--- config.mk ---
export PLATFORM = sky130hd
export DESIGN_NAME = cubic_bezier_easing_solver
export DESIGN_NICKNAME = d
export VERILOG_FILES = /design/src/hdl/cbe_pkg.sv /design/src/hdl/cubic_bezier_easing_solver.sv /design/src/hdl/cbe_regs.sv /design/src/hdl/cbe_ctrl.sv /design/src/hdl/cbe_dp.sv
export SDC_FILE = /design/constraint.sdc
export NUM_CORES = 2
export LEC_CHECK = 0
export BUFFER_PORTS_ARGS = -buffer_cell sky130_fd_sc_hd__buf_2
export CAP_MARGIN = 20
export CELL_PAD_IN_SITES_DETAIL_PLACEMENT = 1
export CELL_PAD_IN_SITES_GLOBAL_PLACEMENT = 1
export CORE_MARGIN = 4
export CORE_UTILIZATION = 47
export DETAILED_ROUTE_END_ITERATION = 8
export GPL_ROUTABILITY_DRIVEN = 0
export HOLD_SLACK_MARGIN = 0.03
export PLACE_DENSITY = 0.81
export REMOVE_ABC_BUFFERS = 1
export SYNTH_ARGS = -nofsm -noshare
export SYNTH_HDL_FRONTEND = slang
export SYNTH_SLANG_ARGS = --single-unit
--- constraint.sdc ---
create_clock -name clk_i -period 15.72 [get_ports clk_i]
set_input_delay 0 -clock clk_i [delete_from_list [all_inputs] [get_ports clk_i]]
set_output_delay 0 -clock clk_i [all_outputs]
set_load 0.02 [all_outputs]
--- src/hdl/cbe_pkg.sv ---
// Shared types, constants and helper functions of the cubic bezier easing solver.
// Used by the register block, the controller, the datapath, the top level and the testbench.
// Depends on nothing else.
package cbe_pkg;

  // Default iteration limits of the solver.
  localparam int unsigned NEWTON_STEPS_DEF = 8;
  localparam int unsigned BISECT_STEPS_DEF = 32;

  // Widths.
  localparam int unsigned IW       = 19;  // progress and eased value, signed Q.16
  localparam int unsigned XW       = 17;  // x control points, unsigned Q.16
  localparam int unsigned QF       = 30;  // fraction bits of the internal format
  localparam int unsigned QIN_SH   = 14;  // Q.16 to Q.30 shift
  localparam int unsigned VW       = 38;  // accumulator and error width
  localparam int unsigned AW       = 32;  // multiplier operand A (t-like values)
  localparam int unsigned BW       = 34;  // multiplier operand B (control points)
  localparam int unsigned DIV_BITS = 32;  // Newton quotient bits
  localparam int unsigned DCW      = 5;   // divider step counter
  localparam int unsigned PCW      = 3;   // micro-op counter
  localparam int unsigned AddrW    = 5;   // APB address
  localparam int unsigned DataW    = 32;  // APB data

  // Numeric constants.
  localparam logic signed [AW-1:0] Q_ONE_A  = AW'(64'd1 << QF);
  localparam logic signed [BW-1:0] Q_ONE_B  = BW'(64'd1 << QF);
  localparam logic [VW-1:0]        EPS      = VW'(107);
  localparam logic [VW-1:0]        RND_HALF = VW'(8192);
  localparam logic signed [IW-1:0] ONE16    = IW'(65536);
  localparam logic signed [VW-1:0] OUT_MIN  = -VW'(131072);
  localparam logic signed [VW-1:0] OUT_MAX  = VW'(196608);
  localparam logic [XW-1:0]        X_MAX    = XW'(65536);

  // Mode codes.
  localparam logic [1:0] MODE_LINEAR = 2'd0;
  localparam logic [1:0] MODE_HOLD   = 2'd1;
  localparam logic [1:0] MODE_BEZIER = 2'd2;

  // Register indexes.
  localparam logic [2:0] REG_MODE = 3'd0;
  localparam logic [2:0] REG_X1   = 3'd1;
  localparam logic [2:0] REG_Y1   = 3'd2;
  localparam logic [2:0] REG_X2   = 3'd3;
  localparam logic [2:0] REG_Y2   = 3'd4;

  // Last micro-op of each program.
  localparam logic [PCW-1:0] EVAL_LAST  = PCW'(7);
  localparam logic [PCW-1:0] SLOPE_LAST = PCW'(2);

  typedef struct packed {
    logic [1:0]           mode;
    logic [XW-1:0]        x1;
    logic signed [IW-1:0] y1;
    logic [XW-1:0]        x2;
    logic signed [IW-1:0] y2;
  } cfg_t;

  typedef enum logic [2:0] {SA_MT, SA_T, SA_M1, SA_M4, SA_M7, SA_SCR} sel_a_e;
  typedef enum logic [2:0] {SB_MT, SB_T, SB_P1, SB_P2, SB_PD, SB_PC} sel_b_e;
  typedef enum logic [2:0] {
    DST_M1, DST_M4, DST_M7, DST_SCR, DST_ACC1, DST_ACC3, DST_ACC6
  } dst_e;

  typedef struct packed {
    sel_a_e a;
    sel_b_e b;
    dst_e   dst;
  } uop_t;

  typedef enum logic [3:0] {
    ST_IDLE, ST_N_EVAL, ST_N_CHK, ST_N_SLOPE, ST_N_DCHK, ST_N_DIV, ST_N_UPD,
    ST_B_EVAL, ST_B_CHK, ST_Y_EVAL, ST_Y_OUT
  } state_e;

  typedef struct packed {
    logic accept;
    logic mul_en;
    logic wb_en;
    logic acc_clr;
    uop_t uop;
    logic axis_y;
    logic save_err;
    logic div_load;
    logic div_step;
    logic t_upd;
    logic init_bisect;
    logic bis_upd;
    logic res_ld;
    logic res_fast;
  } cmd_t;

  typedef struct packed {
    logic fast;
    logic err_small;
    logic d_small;
    logic stray;
    logic t_out;
  } sts_t;

  // Curve value: 3(1-t)^2 t p1 + 3(1-t) t^2 p2 + t^3.
  function automatic uop_t eval_uop(input logic [PCW-1:0] pc);
    uop_t u;
    unique case (pc)
      3'd0: u = '{a: SA_MT,  b: SB_MT, dst: DST_M1};
      3'd1: u = '{a: SA_M1,  b: SB_T,  dst: DST_SCR};
      3'd2: u = '{a: SA_SCR, b: SB_P1, dst: DST_ACC3};
      3'd3: u = '{a: SA_MT,  b: SB_T,  dst: DST_M4};
      3'd4: u = '{a: SA_M4,  b: SB_T,  dst: DST_SCR};
      3'd5: u = '{a: SA_SCR, b: SB_P2, dst: DST_ACC3};
      3'd6: u = '{a: SA_T,   b: SB_T,  dst: DST_M7};
      3'd7: u = '{a: SA_M7,  b: SB_T,  dst: DST_ACC1};
      default: u = '{a: SA_MT, b: SB_MT, dst: DST_M1};
    endcase
    return u;
  endfunction

  // Slope: 3(1-t)^2 p1 + 6(1-t) t (p2-p1) + 3 t^2 (1-p2), reusing the products of the curve.
  function automatic uop_t slope_uop(input logic [PCW-1:0] pc);
    uop_t u;
    unique case (pc)
      3'd0:    u = '{a: SA_M1, b: SB_P1, dst: DST_ACC3};
      3'd1:    u = '{a: SA_M4, b: SB_PD, dst: DST_ACC6};
      default: u = '{a: SA_M7, b: SB_PC, dst: DST_ACC3};
    endcase
    return u;
  endfunction

  function automatic logic [VW-1:0] abs_v(input logic signed [VW-1:0] v);
    return v[VW-1] ? VW'(-v) : VW'(v);
  endfunction

  function automatic logic signed [IW-1:0] sat_out(input logic signed [VW-1:0] v);
    logic signed [IW-1:0] r;
    if (v < OUT_MIN) r = IW'(OUT_MIN);
    else if (v > OUT_MAX) r = IW'(OUT_MAX);
    else r = IW'(v);
    return r;
  endfunction

endpackage

--- src/hdl/cubic_bezier_easing_solver.sv ---
// Linear, hold and clamped bezier items give their result in the cycle after start is taken.
// A solved item runs each curve evaluation and check on the one shared multiplier, and each
// Newton step adds the slope and the radix-2 divider; bisection steps follow when Newton
// gives up, and a final y evaluation gives the result.
// Throughput: one solved item at a time; start is taken whenever busy is low.
// Reset is asynchronous and active low; it restores the register defaults and idles the solver.
module cubic_bezier_easing_solver
  import cbe_pkg::*;
#(
  parameter int unsigned NEWTON_STEPS = NEWTON_STEPS_DEF,
  parameter int unsigned BISECT_STEPS = BISECT_STEPS_DEF
) (
  input  logic                 clk_i,
  input  logic                 rst_ni,
  // Configuration port.
  input  logic                 psel,
  input  logic                 penable,
  input  logic                 pwrite,
  input  logic [AddrW-1:0]     paddr,
  input  logic [DataW-1:0]     pwdata,
  output logic [DataW-1:0]     prdata,
  output logic                 pready,
  // Item interface.
  input  logic                 start,
  output logic                 busy,
  input  logic signed [IW-1:0] progress_i,
  output logic                 done_o,
  output logic signed [IW-1:0] eased_value_o
);

  cfg_t cfg;
  cmd_t cmd;
  sts_t sts;

  // Writes always complete in the access cycle.
  assign pready = 1'b1;

  // Mode, control points: users change them only while idle; the block does not enforce it.
  cbe_regs u_regs (
    .clk_i   (clk_i),
    .rst_ni  (rst_ni),
    .psel    (psel),
    .penable (penable),
    .pwrite  (pwrite),
    .paddr   (paddr),
    .pwdata  (pwdata),
    .prdata  (prdata),
    .cfg_o   (cfg)
  );

  // The controller walks the micro-op programs for the curve and its slope, runs the
  // divider for each Newton step and falls back to bisection when Newton gives up.
  cbe_ctrl #(
    .NEWTON_STEPS (NEWTON_STEPS),
    .BISECT_STEPS (BISECT_STEPS)
  ) u_ctrl (
    .clk_i  (clk_i),
    .rst_ni (rst_ni),
    .start  (start),
    .busy   (busy),
    .done_o (done_o),
    .sts_i  (sts),
    .cmd_o  (cmd)
  );

  // The datapath holds t, the bisection bounds, the accumulator and the divider, and
  // registers each result, so done_o and eased_value_o are valid together for one cycle.
  cbe_dp u_dp (
    .clk_i         (clk_i),
    .cfg_i         (cfg),
    .progress_i    (progress_i),
    .cmd_i         (cmd),
    .sts_o         (sts),
    .eased_value_o (eased_value_o)
  );

endmodule

--- src/hdl/cbe_regs.sv ---
// APB register block of the easing solver: mode and the two control points.
// Depends on cbe_pkg.
module cbe_regs
  import cbe_pkg::*;
(
  input  logic             clk_i,
  input  logic             rst_ni,
  input  logic             psel,
  input  logic             penable,
  input  logic             pwrite,
  input  logic [AddrW-1:0] paddr,
  input  logic [DataW-1:0] pwdata,
  output logic [DataW-1:0] prdata,
  output cfg_t             cfg_o
);

  cfg_t          cfg_q;
  logic [2:0]    idx;
  logic          wr;
  logic [XW-1:0] x_wr;

  assign idx  = paddr[AddrW-1:2];
  assign wr   = psel && penable && pwrite;
  // X coordinates are taken from the low XW bits of the write data; values above one are clamped to one.
  assign x_wr = (pwdata[XW-1:0] > X_MAX) ? X_MAX : pwdata[XW-1:0];

  always_ff @(posedge clk_i or negedge rst_ni) begin
    if (!rst_ni) begin
      cfg_q.mode <= MODE_LINEAR;
      cfg_q.x1   <= '0;
      cfg_q.y1   <= '0;
      cfg_q.x2   <= X_MAX;
      cfg_q.y2   <= ONE16;
    end else if (wr) begin
      unique case (idx)
        REG_MODE: cfg_q.mode <= pwdata[1:0];
        REG_X1:   cfg_q.x1   <= x_wr;
        REG_Y1:   cfg_q.y1   <= pwdata[IW-1:0];
        REG_X2:   cfg_q.x2   <= x_wr;
        REG_Y2:   cfg_q.y2   <= pwdata[IW-1:0];
        default: ;
      endcase
    end
  end

  always_comb begin
    unique case (idx)
      REG_MODE: prdata = DataW'(cfg_q.mode);
      REG_X1:   prdata = DataW'(cfg_q.x1);
      REG_Y1:   prdata = DataW'(cfg_q.y1);
      REG_X2:   prdata = DataW'(cfg_q.x2);
      REG_Y2:   prdata = DataW'(cfg_q.y2);
      default:  prdata = '0;
    endcase
  end

  assign cfg_o = cfg_q;

endmodule

--- src/hdl/cbe_ctrl.sv ---
// Controller of the easing solver: sequences curve evaluations, Newton steps,
// the divider, bisection and the final y evaluation. Depends on cbe_pkg.
module cbe_ctrl
  import cbe_pkg::*;
#(
  parameter int unsigned NEWTON_STEPS = NEWTON_STEPS_DEF,
  parameter int unsigned BISECT_STEPS = BISECT_STEPS_DEF
) (
  input  logic clk_i,
  input  logic rst_ni,
  input  logic start,
  output logic busy,
  output logic done_o,
  input  sts_t sts_i,
  output cmd_t cmd_o
);

  localparam int unsigned NCW = $clog2(NEWTON_STEPS + 1);
  localparam int unsigned BCW = $clog2(BISECT_STEPS + 1);

  state_e         state_q, state_d;
  logic [PCW-1:0] pc_q, pc_d;
  logic           ph_q, ph_d;
  logic [NCW-1:0] ncnt_q, ncnt_d;
  logic [BCW-1:0] bcnt_q, bcnt_d;
  logic [DCW-1:0] dcnt_q, dcnt_d;
  logic           done_q;
  logic [PCW-1:0] last;
  state_e         after;

  always_ff @(posedge clk_i or negedge rst_ni) begin
    if (!rst_ni) begin
      state_q <= ST_IDLE;
      pc_q    <= '0;
      ph_q    <= 1'b0;
      ncnt_q  <= '0;
      bcnt_q  <= '0;
      dcnt_q  <= '0;
      done_q  <= 1'b0;
    end else begin
      state_q <= state_d;
      pc_q    <= pc_d;
      ph_q    <= ph_d;
      ncnt_q  <= ncnt_d;
      bcnt_q  <= bcnt_d;
      dcnt_q  <= dcnt_d;
      done_q  <= cmd_o.res_ld;
    end
  end

  always_comb begin
    state_d      = state_q;
    pc_d         = pc_q;
    ph_d         = ph_q;
    ncnt_d       = ncnt_q;
    bcnt_d       = bcnt_q;
    dcnt_d       = dcnt_q;
    cmd_o        = '0;
    cmd_o.uop    = (state_q == ST_N_SLOPE) ? slope_uop(pc_q) : eval_uop(pc_q);
    cmd_o.axis_y = (state_q == ST_Y_EVAL);
    last         = (state_q == ST_N_SLOPE) ? SLOPE_LAST : EVAL_LAST;

    unique case (state_q)
      ST_N_EVAL:  after = ST_N_CHK;
      ST_N_SLOPE: after = ST_N_DCHK;
      ST_B_EVAL:  after = ST_B_CHK;
      default:    after = ST_Y_OUT;
    endcase

    unique case (state_q)
      ST_IDLE: begin
        if (start) begin
          cmd_o.accept = 1'b1;
          if (sts_i.fast) begin
            cmd_o.res_ld   = 1'b1;
            cmd_o.res_fast = 1'b1;
          end else begin
            state_d = ST_N_EVAL;
            pc_d    = '0;
            ph_d    = 1'b0;
            ncnt_d  = '0;
          end
        end
      end
      ST_N_EVAL, ST_N_SLOPE, ST_B_EVAL, ST_Y_EVAL: begin
        // Each micro-op has a multiply phase and then a write-back phase in the next cycle.
        cmd_o.mul_en  = !ph_q;
        cmd_o.wb_en   = ph_q;
        cmd_o.acc_clr = !ph_q && (pc_q == '0);
        ph_d          = !ph_q;
        if (ph_q) begin
          if (pc_q == last) begin
            pc_d    = '0;
            state_d = after;
          end else begin
            pc_d = pc_q + PCW'(1);
          end
        end
      end
      ST_N_CHK: begin
        if (sts_i.err_small) begin
          state_d = ST_Y_EVAL;
        end else begin
          cmd_o.save_err = 1'b1;
          state_d        = ST_N_SLOPE;
        end
      end
      ST_N_DCHK: begin
        if (sts_i.d_small || sts_i.stray) begin
          cmd_o.init_bisect = 1'b1;
          bcnt_d            = '0;
          state_d           = ST_B_EVAL;
        end else begin
          cmd_o.div_load = 1'b1;
          dcnt_d         = '0;
          state_d        = ST_N_DIV;
        end
      end
      ST_N_DIV: begin
        cmd_o.div_step = 1'b1;
        dcnt_d         = dcnt_q + DCW'(1);
        if (dcnt_q == DCW'(DIV_BITS - 1)) state_d = ST_N_UPD;
      end
      ST_N_UPD: begin
        if (sts_i.t_out || ncnt_q == NCW'(NEWTON_STEPS - 1)) begin
          cmd_o.init_bisect = 1'b1;
          bcnt_d            = '0;
          state_d           = ST_B_EVAL;
        end else begin
          cmd_o.t_upd = 1'b1;
          ncnt_d      = ncnt_q + NCW'(1);
          state_d     = ST_N_EVAL;
        end
      end
      ST_B_CHK: begin
        if (sts_i.err_small) begin
          state_d = ST_Y_EVAL;
        end else begin
          cmd_o.bis_upd = 1'b1;
          if (bcnt_q == BCW'(BISECT_STEPS - 1)) begin
            state_d = ST_Y_EVAL;
          end else begin
            bcnt_d  = bcnt_q + BCW'(1);
            state_d = ST_B_EVAL;
          end
        end
      end
      ST_Y_OUT: begin
        cmd_o.res_ld = 1'b1;
        state_d      = ST_IDLE;
      end
      default: state_d = ST_IDLE;
    endcase
  end

  assign busy   = (state_q != ST_IDLE);
  assign done_o = done_q;

endmodule

--- src/hdl/cbe_dp.sv ---
// Datapath of the easing solver: shared Q2.30 by Q4.30 multiplier, accumulator,
// radix-2 divider, Newton and bisection updates, rounding. Depends on cbe_pkg.
module cbe_dp
  import cbe_pkg::*;
(
  input  logic                 clk_i,
  input  cfg_t                 cfg_i,
  input  logic signed [IW-1:0] progress_i,
  input  cmd_t                 cmd_i,
  output sts_t                 sts_o,
  output logic signed [IW-1:0] eased_value_o
);

  localparam int unsigned PW  = AW + BW;
  localparam int unsigned TNW = DIV_BITS + 3;

  logic signed [VW-1:0] x_q, acc_q, prod_q, err_q;
  logic signed [AW-1:0] t_q, lo_q, hi_q, m1_q, m4_q, m7_q, scr_q;
  logic [VW-1:0]        rem_q, dvs_q;
  logic [DIV_BITS-1:0]  dvd_q, quot_q;
  logic                 neg_q;
  logic signed [IW-1:0] res_q;

  logic signed [AW-1:0]  mt, op_a, lo_n, hi_n, mid;
  logic signed [BW-1:0]  px1, px2, py1, py2, p1, p2, pd, pc, op_b;
  logic signed [PW-1:0]  full, bias, adj;
  logic signed [VW-1:0]  prod_c, err_c, y_rnd;
  logic [VW-1:0]         err_abs, d_abs, ymag, rmag;
  logic [VW:0]           rem2;
  logic                  ge, cur_lt;
  logic signed [TNW-1:0] qs, tn;
  logic [AW:0]           sum;
  logic signed [IW-1:0]  fast_val;

  assign mt  = Q_ONE_A - t_q;
  assign px1 = signed'({{(BW-XW-QIN_SH){1'b0}}, cfg_i.x1, {QIN_SH{1'b0}}});
  assign px2 = signed'({{(BW-XW-QIN_SH){1'b0}}, cfg_i.x2, {QIN_SH{1'b0}}});
  assign py1 = signed'({{(BW-IW-QIN_SH){cfg_i.y1[IW-1]}}, cfg_i.y1, {QIN_SH{1'b0}}});
  assign py2 = signed'({{(BW-IW-QIN_SH){cfg_i.y2[IW-1]}}, cfg_i.y2, {QIN_SH{1'b0}}});
  assign p1  = cmd_i.axis_y ? py1 : px1;
  assign p2  = cmd_i.axis_y ? py2 : px2;
  assign pd  = px2 - px1;
  assign pc  = Q_ONE_B - px2;

  always_comb begin
    unique case (cmd_i.uop.a)
      SA_MT:   op_a = mt;
      SA_T:    op_a = t_q;
      SA_M1:   op_a = m1_q;
      SA_M4:   op_a = m4_q;
      SA_M7:   op_a = m7_q;
      SA_SCR:  op_a = scr_q;
      default: op_a = '0;
    endcase
    unique case (cmd_i.uop.b)
      SB_MT:   op_b = BW'(mt);
      SB_T:    op_b = BW'(t_q);
      SB_P1:   op_b = p1;
      SB_P2:   op_b = p2;
      SB_PD:   op_b = pd;
      SB_PC:   op_b = pc;
      default: op_b = '0;
    endcase
  end

  // Product scaled by 2^-30, truncated toward zero.
  assign full   = op_a * op_b;
  assign bias   = full[PW-1] ? PW'((64'd1 << QF) - 64'd1) : '0;
  assign adj    = full + bias;
  assign prod_c = VW'(adj >>> QF);

  assign err_c   = acc_q - x_q;
  assign err_abs = abs_v(err_q);
  assign d_abs   = abs_v(acc_q);

  // One quotient bit per cycle.
  assign rem2 = {rem_q, dvd_q[DIV_BITS-1]};
  assign ge   = (rem2 >= {1'b0, dvs_q});

  assign qs = neg_q ? -signed'({3'b0, quot_q}) : signed'({3'b0, quot_q});
  assign tn = TNW'(t_q) - qs;

  assign cur_lt = (acc_q < x_q);
  assign lo_n   = cur_lt ? t_q : lo_q;
  assign hi_n   = cur_lt ? hi_q : t_q;
  assign sum    = {1'b0, lo_n} + {1'b0, hi_n};
  assign mid    = AW'(sum >> 1);

  // Q.30 to Q.16, rounded to nearest with ties away from zero.
  assign ymag  = abs_v(acc_q);
  assign rmag  = (ymag + RND_HALF) >> QIN_SH;
  assign y_rnd = acc_q[VW-1] ? -signed'(rmag) : signed'(rmag);

  always_comb begin
    if (cfg_i.mode == MODE_HOLD) fast_val = '0;
    else if (cfg_i.mode == MODE_BEZIER) fast_val = (progress_i <= 0) ? '0 : ONE16;
    else fast_val = sat_out(VW'(progress_i));
  end

  assign sts_o.fast      = (cfg_i.mode != MODE_BEZIER) || (progress_i <= 0) ||
                           (progress_i >= ONE16);
  assign sts_o.err_small = (abs_v(err_c) < EPS);
  assign sts_o.d_small   = (d_abs < EPS);
  assign sts_o.stray     = ({2'b0, err_abs} >= {d_abs, 2'b00});
  assign sts_o.t_out     = (tn < 0) || (tn > TNW'(Q_ONE_A));

  always_ff @(posedge clk_i) begin
    if (cmd_i.accept) begin
      x_q <= VW'(progress_i) <<< QIN_SH;
      t_q <= AW'(progress_i) <<< QIN_SH;
    end
    if (cmd_i.mul_en) prod_q <= prod_c;
    if (cmd_i.acc_clr) acc_q <= '0;
    if (cmd_i.wb_en) begin
      unique case (cmd_i.uop.dst)
        DST_M1:   m1_q  <= AW'(prod_q);
        DST_M4:   m4_q  <= AW'(prod_q);
        DST_M7:   m7_q  <= AW'(prod_q);
        DST_SCR:  scr_q <= AW'(prod_q);
        DST_ACC1: acc_q <= acc_q + prod_q;
        DST_ACC3: acc_q <= acc_q + prod_q + (prod_q <<< 1);
        DST_ACC6: acc_q <= acc_q + (prod_q <<< 1) + (prod_q <<< 2);
        default: ;
      endcase
    end
    if (cmd_i.save_err) err_q <= err_c;
    if (cmd_i.div_load) begin
      // The quotient is known to fit in DIV_BITS bits here.
      rem_q  <= err_abs >> 2;
      dvd_q  <= {err_abs[1:0], {QF{1'b0}}};
      dvs_q  <= d_abs;
      neg_q  <= err_q[VW-1] ^ acc_q[VW-1];
      quot_q <= '0;
    end
    if (cmd_i.div_step) begin
      rem_q  <= ge ? VW'(rem2 - {1'b0, dvs_q}) : VW'(rem2);
      quot_q <= {quot_q[DIV_BITS-2:0], ge};
      dvd_q  <= dvd_q << 1;
    end
    if (cmd_i.init_bisect) begin
      t_q  <= AW'(x_q);
      lo_q <= '0;
      hi_q <= Q_ONE_A;
    end else if (cmd_i.t_upd) begin
      t_q <= AW'(tn);
    end else if (cmd_i.bis_upd) begin
      lo_q <= lo_n;
      hi_q <= hi_n;
      t_q  <= mid;
    end
    if (cmd_i.res_ld) res_q <= cmd_i.res_fast ? fast_val : sat_out(y_rnd);
  end

  assign eased_value_o = res_q;

endmodule

# Yosys cells after proc, flatten, opt, wreduce, memory -nomap -nowiden
# Memories as Yosys holds them, arrays and structs flattened.
# Index checks and enable logic that the tools add are counted.
[op_classes] add_sub_neg=22 bitwise_logic=2 mux=88 n_eq_ne=49 reduce_logical=39 n_lt_le_gt_ge=14 mul=1
[ops] operator="38-bit 2-to-1 mux" count=9
[ops] operator="32-bit 2-to-1 mux" count=10
[ops] operator="34-bit one-hot mux with 6 select lines" count=1
[ops] operator="32-bit one-hot mux with 6 select lines" count=1
[ops] operator="32-bit one-hot mux with 5 select lines" count=1
[ops] operator="19-bit 2-to-1 mux" count=7
[ops] operator="38-bit negator" count=3
[ops] operator="38-bit one-hot mux with 3 select lines" count=1
[ops] operator="38-bit by 37-bit adder with 38-bit output" count=2
[ops] operator="38-bit by 7-bit less-than comparator with 1-bit output (second input constant)" count=2
[ops] operator="34-bit 2-to-1 mux" count=2
[ops] operator="66-bit by 31-bit adder with 66-bit output" count=1
[ops] operator="32-bit by 34-bit multiplier with 66-bit output" count=1
[ops] operator="4-bit 2-to-1 mux" count=11
[ops] operator="38-bit by 40-bit >= comparator with 1-bit output" count=1
[ops] operator="39-bit by 38-bit >= comparator with 1-bit output" count=1
[ops] operator="38-bit by 14-bit adder with 38-bit output (second input constant)" count=1
[ops] operator="38-bit by 36-bit adder with 38-bit output" count=1
[ops] operator="38-bit adder" count=1
[ops] operator="38-bit by 19-bit greater-than comparator with 1-bit output (second input constant)" count=1
[ops] operator="38-bit by 18-bit less-than comparator with 1-bit output (second input constant)" count=1
[ops] operator="38-bit by 33-bit less-than comparator with 1-bit output" count=1
[ops] operator="24-bit negator with 38-bit output" count=1
[ops] operator="38-bit by 33-bit subtractor with 38-bit output" count=1
[ops] operator="other kinds (64)" count=153
[word_totals] out_inout_bits=54 rom_bits=64 mem_count=1 elab_cells=247 ff_bits=583 input_bits=62
[mem_list] memory="(name not given)" words=8 width=8 read_ports=1 rd_clocked_by_memory_dff=0 write_ports=0 line="cbe_pkg.sv:103" rtl="unique case (pc)"

# Logic depth before layout (Yosys ltp)
[depth] word_depth=10 ltp_mapped=59 ltp_nobuf=58

# Cells and area by module
# A second synthesis with hierarchy kept.
[hier_totals] cells_unflattened=9571 hier_area_um2=85076.6
[modules_own_cells] mod="cbe_dp" seq_area_each_um2=13543.0 cells_each=9033 instances=1 area_each_um2=79488.7
[modules_own_cells] mod="cbe_regs" seq_area_each_um2=1854.3 cells_each=334 instances=1 area_each_um2=3833.7
[modules_own_cells] mod="cbe_ctrl" seq_area_each_um2=600.6 cells_each=202 instances=1 area_each_um2=1742.9
[modules_own_cells] mod="cubic_bezier_easing_solver" seq_area_each_um2=0.0 cells_each=2 instances=1 area_each_um2=11.3

# Worst setup path before layout
# Ideal clock, no wire load.
[synth_path] path_kind="reg2reg" from="register u_dp.t_q[0]" to="register u_dp.prod_q[31] (data pin)" required_time_ns=15.459 setup_time_ns=0.261 t_arrival_ns=15.450 path_stages_with_launch=54 path_slack_ns=0.009 n_path_buf=2 synth_period_minus_slack_ns=15.711 cell_sequence="edfxtp_1 clkbuf_1 inv_1 ha_1 nand2_1 or3_1 or3_1 or3_1 or3_1 nor2_1 and2_0 nand2_1 xnor2_1 nor2_1 a21oi_1 nor2_1 a2111oi_0 nor2_1 [18 not listed] nor3_1 inv_1 ha_1 nand3_1 nor3_1 nand3_1 nor2_1 inv_1 or4b_1 nor4_1 or4_1 a41oi_1 or4_1 or4_1 or4_1 nor3_1 nand4_1 xnor2_1"
[synth_between] elab_chain_cells=5 elab_cells_between_ends=6 classes_between="add/sub: 2; mul: 1; mux: 3"
[synth_rtl] item="start: declaration" line="cbe_dp.sv:18" rtl="logic signed [AW-1:0] t_q, lo_q, hi_q, m1_q, m4_q, m7_q, scr_q;"
[synth_rtl] item="start signal: assignment" line="cbe_dp.sv:110" rtl="t_q <= AW'(progress_i) <<< QIN_SH;"
[synth_rtl] item="start signal: assignment" line="cbe_dp.sv:141" rtl="t_q <= AW'(x_q);"
[synth_rtl] item="start signal: assignment" line="cbe_dp.sv:145" rtl="t_q <= AW'(tn);"
[synth_rtl] item="32-bit subtractor" line="cbe_dp.sv:35" rtl="assign mt = Q_ONE_A - t_q;"
[synth_rtl] item="32-bit one-hot mux with 6 select lines / 34-bit one-hot mux with 6 select lines (equally long branches)" line="cbe_dp.sv:46, cbe_dp.sv:55"
[synth_rtl] item="32-bit by 34-bit multiplier with 66-bit output (*)" line="cbe_dp.sv:67" rtl="assign full = op_a * op_b;"
[synth_rtl] item="30-bit 2-to-1 mux" line="cbe_dp.sv:68" rtl="assign bias = full[PW-1] ? PW'((64'd1 << QF) - 64'd1) : '0;"
[synth_rtl] item="66-bit by 31-bit adder with 66-bit output (*)" line="cbe_dp.sv:69" rtl="assign adj = full + bias;"
[synth_rtl] item="via u_dp.adj[61]" line="cbe_dp.sv:26" rtl="logic signed [PW-1:0] full, bias, adj;"
[synth_rtl] item="end signal: assignment" line="cbe_dp.sv:112" rtl="if (cmd_i.mul_en) prod_q <= prod_c;"
[synth_rtl] item="end: declaration" line="cbe_dp.sv:17" rtl="logic signed [VW-1:0] x_q, acc_q, prod_q, err_q;"
# The timed path passes the listed nets; every way through them passes the cells marked *.
# A chain may end at the register's enable or synchronous reset.

# Final worst setup path
[layout_path] from="register u_dp.t_q[1]" to="register u_dp.prod_q[28] (data pin)"
# Same word-level chain as after synthesis.

==> metrics.cfg <==
[outcome]
status = completed

[placement]
dp_hpwl_um = 260000
placed_area_um2 = 89500
portBuffers = 99
dp.cells = 11900

[synth]
yosys.cell_count.top_type = inv_1
synth_top_area_share_pct = 27.0
synth.area.top_cells = fa_1 (27%), edfxtp_1 (14%), ha_1 (7.7%), inv_1 (6.1%), nand2_1 (4.4%)
synth_edf_count = 383
synth_cell_types = 104
synth_commonest_cells = inv_1 (1382), fa_1 (1144), nand2_1 (999)
syn-instance-count = 9528
synth_top_cell_by_area = fa_1
ys_ff_latch = 583
avgSynthCellArea_um2 = 8.89
async_flop_share_pct = 16.8
synth-main-ff-cell = edfxtp_1
yosysWarningCount = 0
synth_seq_area_share_pct = 18.9
syn_area_um2 = 84700

[setup_path]
arrival_ns = 15.93
crit_required_ns = 16.13
cp_slowest_stage_delay_ns = 0.61
cpMaxStageDelayCell = a2111o_1
reg2reg_from = u_dp.t_q[1]$_SDFFCE_PP0P_
crit_fanout = 14
critical_path.startpoint = u_dp.t_q[1]$_SDFFCE_PP0P_
crit_type = flop to flop
critical_path.most_common_cell = fa_1
worst_setup_path_start_kind = flop
endpoint_kind = flop

[floorplanning]
die_w_um = 432
rows = 155
die-area_um2 = 187000
initial_utilization_pct = 47.4
fp.coreArea_um2 = 179000
die_h_um = 432
ioPinCount = 116

[global_routing]
first_global_vias = 82600
grtUsageTotal_pct = 34.9
grt_max_degree = 75
grt_antenna_before_repair = 19
grt_first_pass_wirelength_um = 499000
grt-ovfl-total = 0

[clock_network]
cts.sinks = 583
cts_buffer_depth = 3
cts_max_level = 3
clk_pin_slew_ns = 0.07
cts_root_buf = clkbuf_16
numCtsBuffers = 67
insertion_delay_ns = 0.67
tritoncts = built

[worst_hold_path]
min_from = pwrite
hold_path.class = primary input to flop

[layout]
areaGrowthSynthToFinish_pct = 10.0
instances_no_fill = 12100
final_layout_size_suffix_gt1_share_pct = 10.0
nNetsFinal = 11400
fin_area_um2 = 93200
final_util_pct = 52.1

[detailed_routing]
drtIter0Drc = 7145
antenna_left = 0
wirelength_um = 331000
vias_per_cell = 6.25
drt_pass1_iterations = 6
wl_per_cell_um = 27.4
drc_errors = 0
num_vias = 75500

[sta]
fmax_ghz = 0.0644
period_minus_slack_ns = 15.52
worstMarginPinSlew_ns = 1.27
slew-limit-headroom_pct = 15.1
fin_crit_sh_pct = 98.7
hold_viol_final = 0
setup_viol = 0
skew_ns = 0.0360
timing.hold.ws_ns = 0.103
finalMaxSlewViolations = 0

[run]
drv_cap = 0

## stage by stage
step | TNS (ns) | worst slack, ns
5_1_grt | -1.01 | -0.205
4_1_cts | 0 | 0.0161
3_3_place_gp | -0.194 | -0.101
2_1_floorplan | -28.73 | -1.67
6_report | 0 | 0.201
3_5_place_dp | -4.24 | -0.664
## cells in the final DEF, fill, tap and decap left out, types with 50 or more instances in the layout
cell / instances
a21oi_1: 401
nand2_1: 994
ha_1: 518
or3_1: 66
o21a_1: 59
or2_2: 50
dfrtp_1: 96
nand3_1: 143
edfxtp_1: 383
fa_1: 1136
nor2b_1: 74
inv_1: 1375
mux2_2: 128
nor3_1: 140
nor2_1: 969
buf_2: 100
buf_4: 333
mux2i_1: 198
and3_1: 74
nand2b_1: 94
a21o_1: 155
clkbuf_16: 68
nand4_1: 69
dfxtp_1: 101
o21ai_0: 341
xor2_1: 188
xnor2_1: 321
## critical path: cells and delay by family, from the launching register on
| family | cells | cell delay (ns) |
|---|---|---|
| adders and majority gates | 11 | 4.95 |
| DFF | 1 | 0.42 |
| buffers and inverters | 9 | 1.00 |
| and+or+nand+nor | 24 | 5.88 |
| muxes | 1 | 0.28 |
| AOI/OAI and AO/OA | 9 | 2.37 |
| xor gates and xnor gates | 2 | 0.35 |
## logic make-up after synthesis
family | synth area share [%]
mux | 4.05
simple gates | 15.8
xor+xnor | 5.34
compound gates | 12.8
buf+inv | 8.32
other cells | 0.00443
flops | 18.9
fa+ha+maj | 34.8
## registers in the layout, indices dropped and copies added, names as in the netlist, 6 cells and up
signal and count:
u_dp.quot_q 32, u_dp.t_q 32, u_dp.x_q 19, u_regs.cfg_o 74, u_ctrl.bcnt_q 6, u_dp.dvs_q 38, u_dp.prod_q 36, u_dp.scr_q 32
u_dp.m1_q 32, u_dp.lo_q 32, u_dp.err_q 38, u_dp.rem_q 38, u_dp.eased_value_o 19, u_dp.m7_q 32, u_dp.acc_q 38, u_dp.hi_q 32
u_dp.m4_q 32
## routing by layer
layer	part of all wire, %	track usage [%]	wire (um)	vias up
met5	0.058	0	193	-
met4	7.0	20.5	23100	20
met3	9.8	8.20	32300	1217
met2	46	56.2	152000	3863
met1	37	42.7	123000	38500
li1	-	-	-	31800
## cell type report
cell class | instances | area (um^2)
Multi-Input combinational cell | 7098 | 62700
Timing Repair inverter | 1 | 7.51
Sequential cell | 583 | 16000
Clock inverter | 38 | 445
Inverter | 1387 | 5220
Timing Repair Buffer | 512 | 4050
Antenna cell | 11 | 27.5
Clock buffer | 83 | 1800
Fill cell | 20700 | 85600
Tap cell | 2355 | 2950
## timing repair
item | in CTS | in global routing
pin swaps | 5 | 28
endpoints found under the setup margin | 11 | 27
gates resized for setup | 24 | 114
hold buffers | 44 | 0
gates cloned | 1 | 1
buffers inserted | 6 | 32
hold endpoints to repair | 161 | 0
## worst paths after layout
kind	endpoint	slack [ns]	cells past startpoint
min in group asynchronous	u_ctrl.dcnt_q[4]$_DFFE_PN0P_	0.42	4
worst max register to register	u_dp.prod_q[28]$_DFFE_PP_	0.20	56
worst min-delay path	u_regs.cfg_o[19]$_DFFE_PN0P_	0.10	6
worst max-delay path	u_dp.prod_q[28]$_DFFE_PP_	0.20	56
max in group asynchronous	u_regs.cfg_o[38]$_DFFE_PN0P_	14.28	4
worst min register to register	u_dp.lo_q[21]$_SDFFE_PP0P_	0.49	2
Power is not shown: default switching activity piles up to over one toggle a cycle in this logic, so the estimate is an artifact.
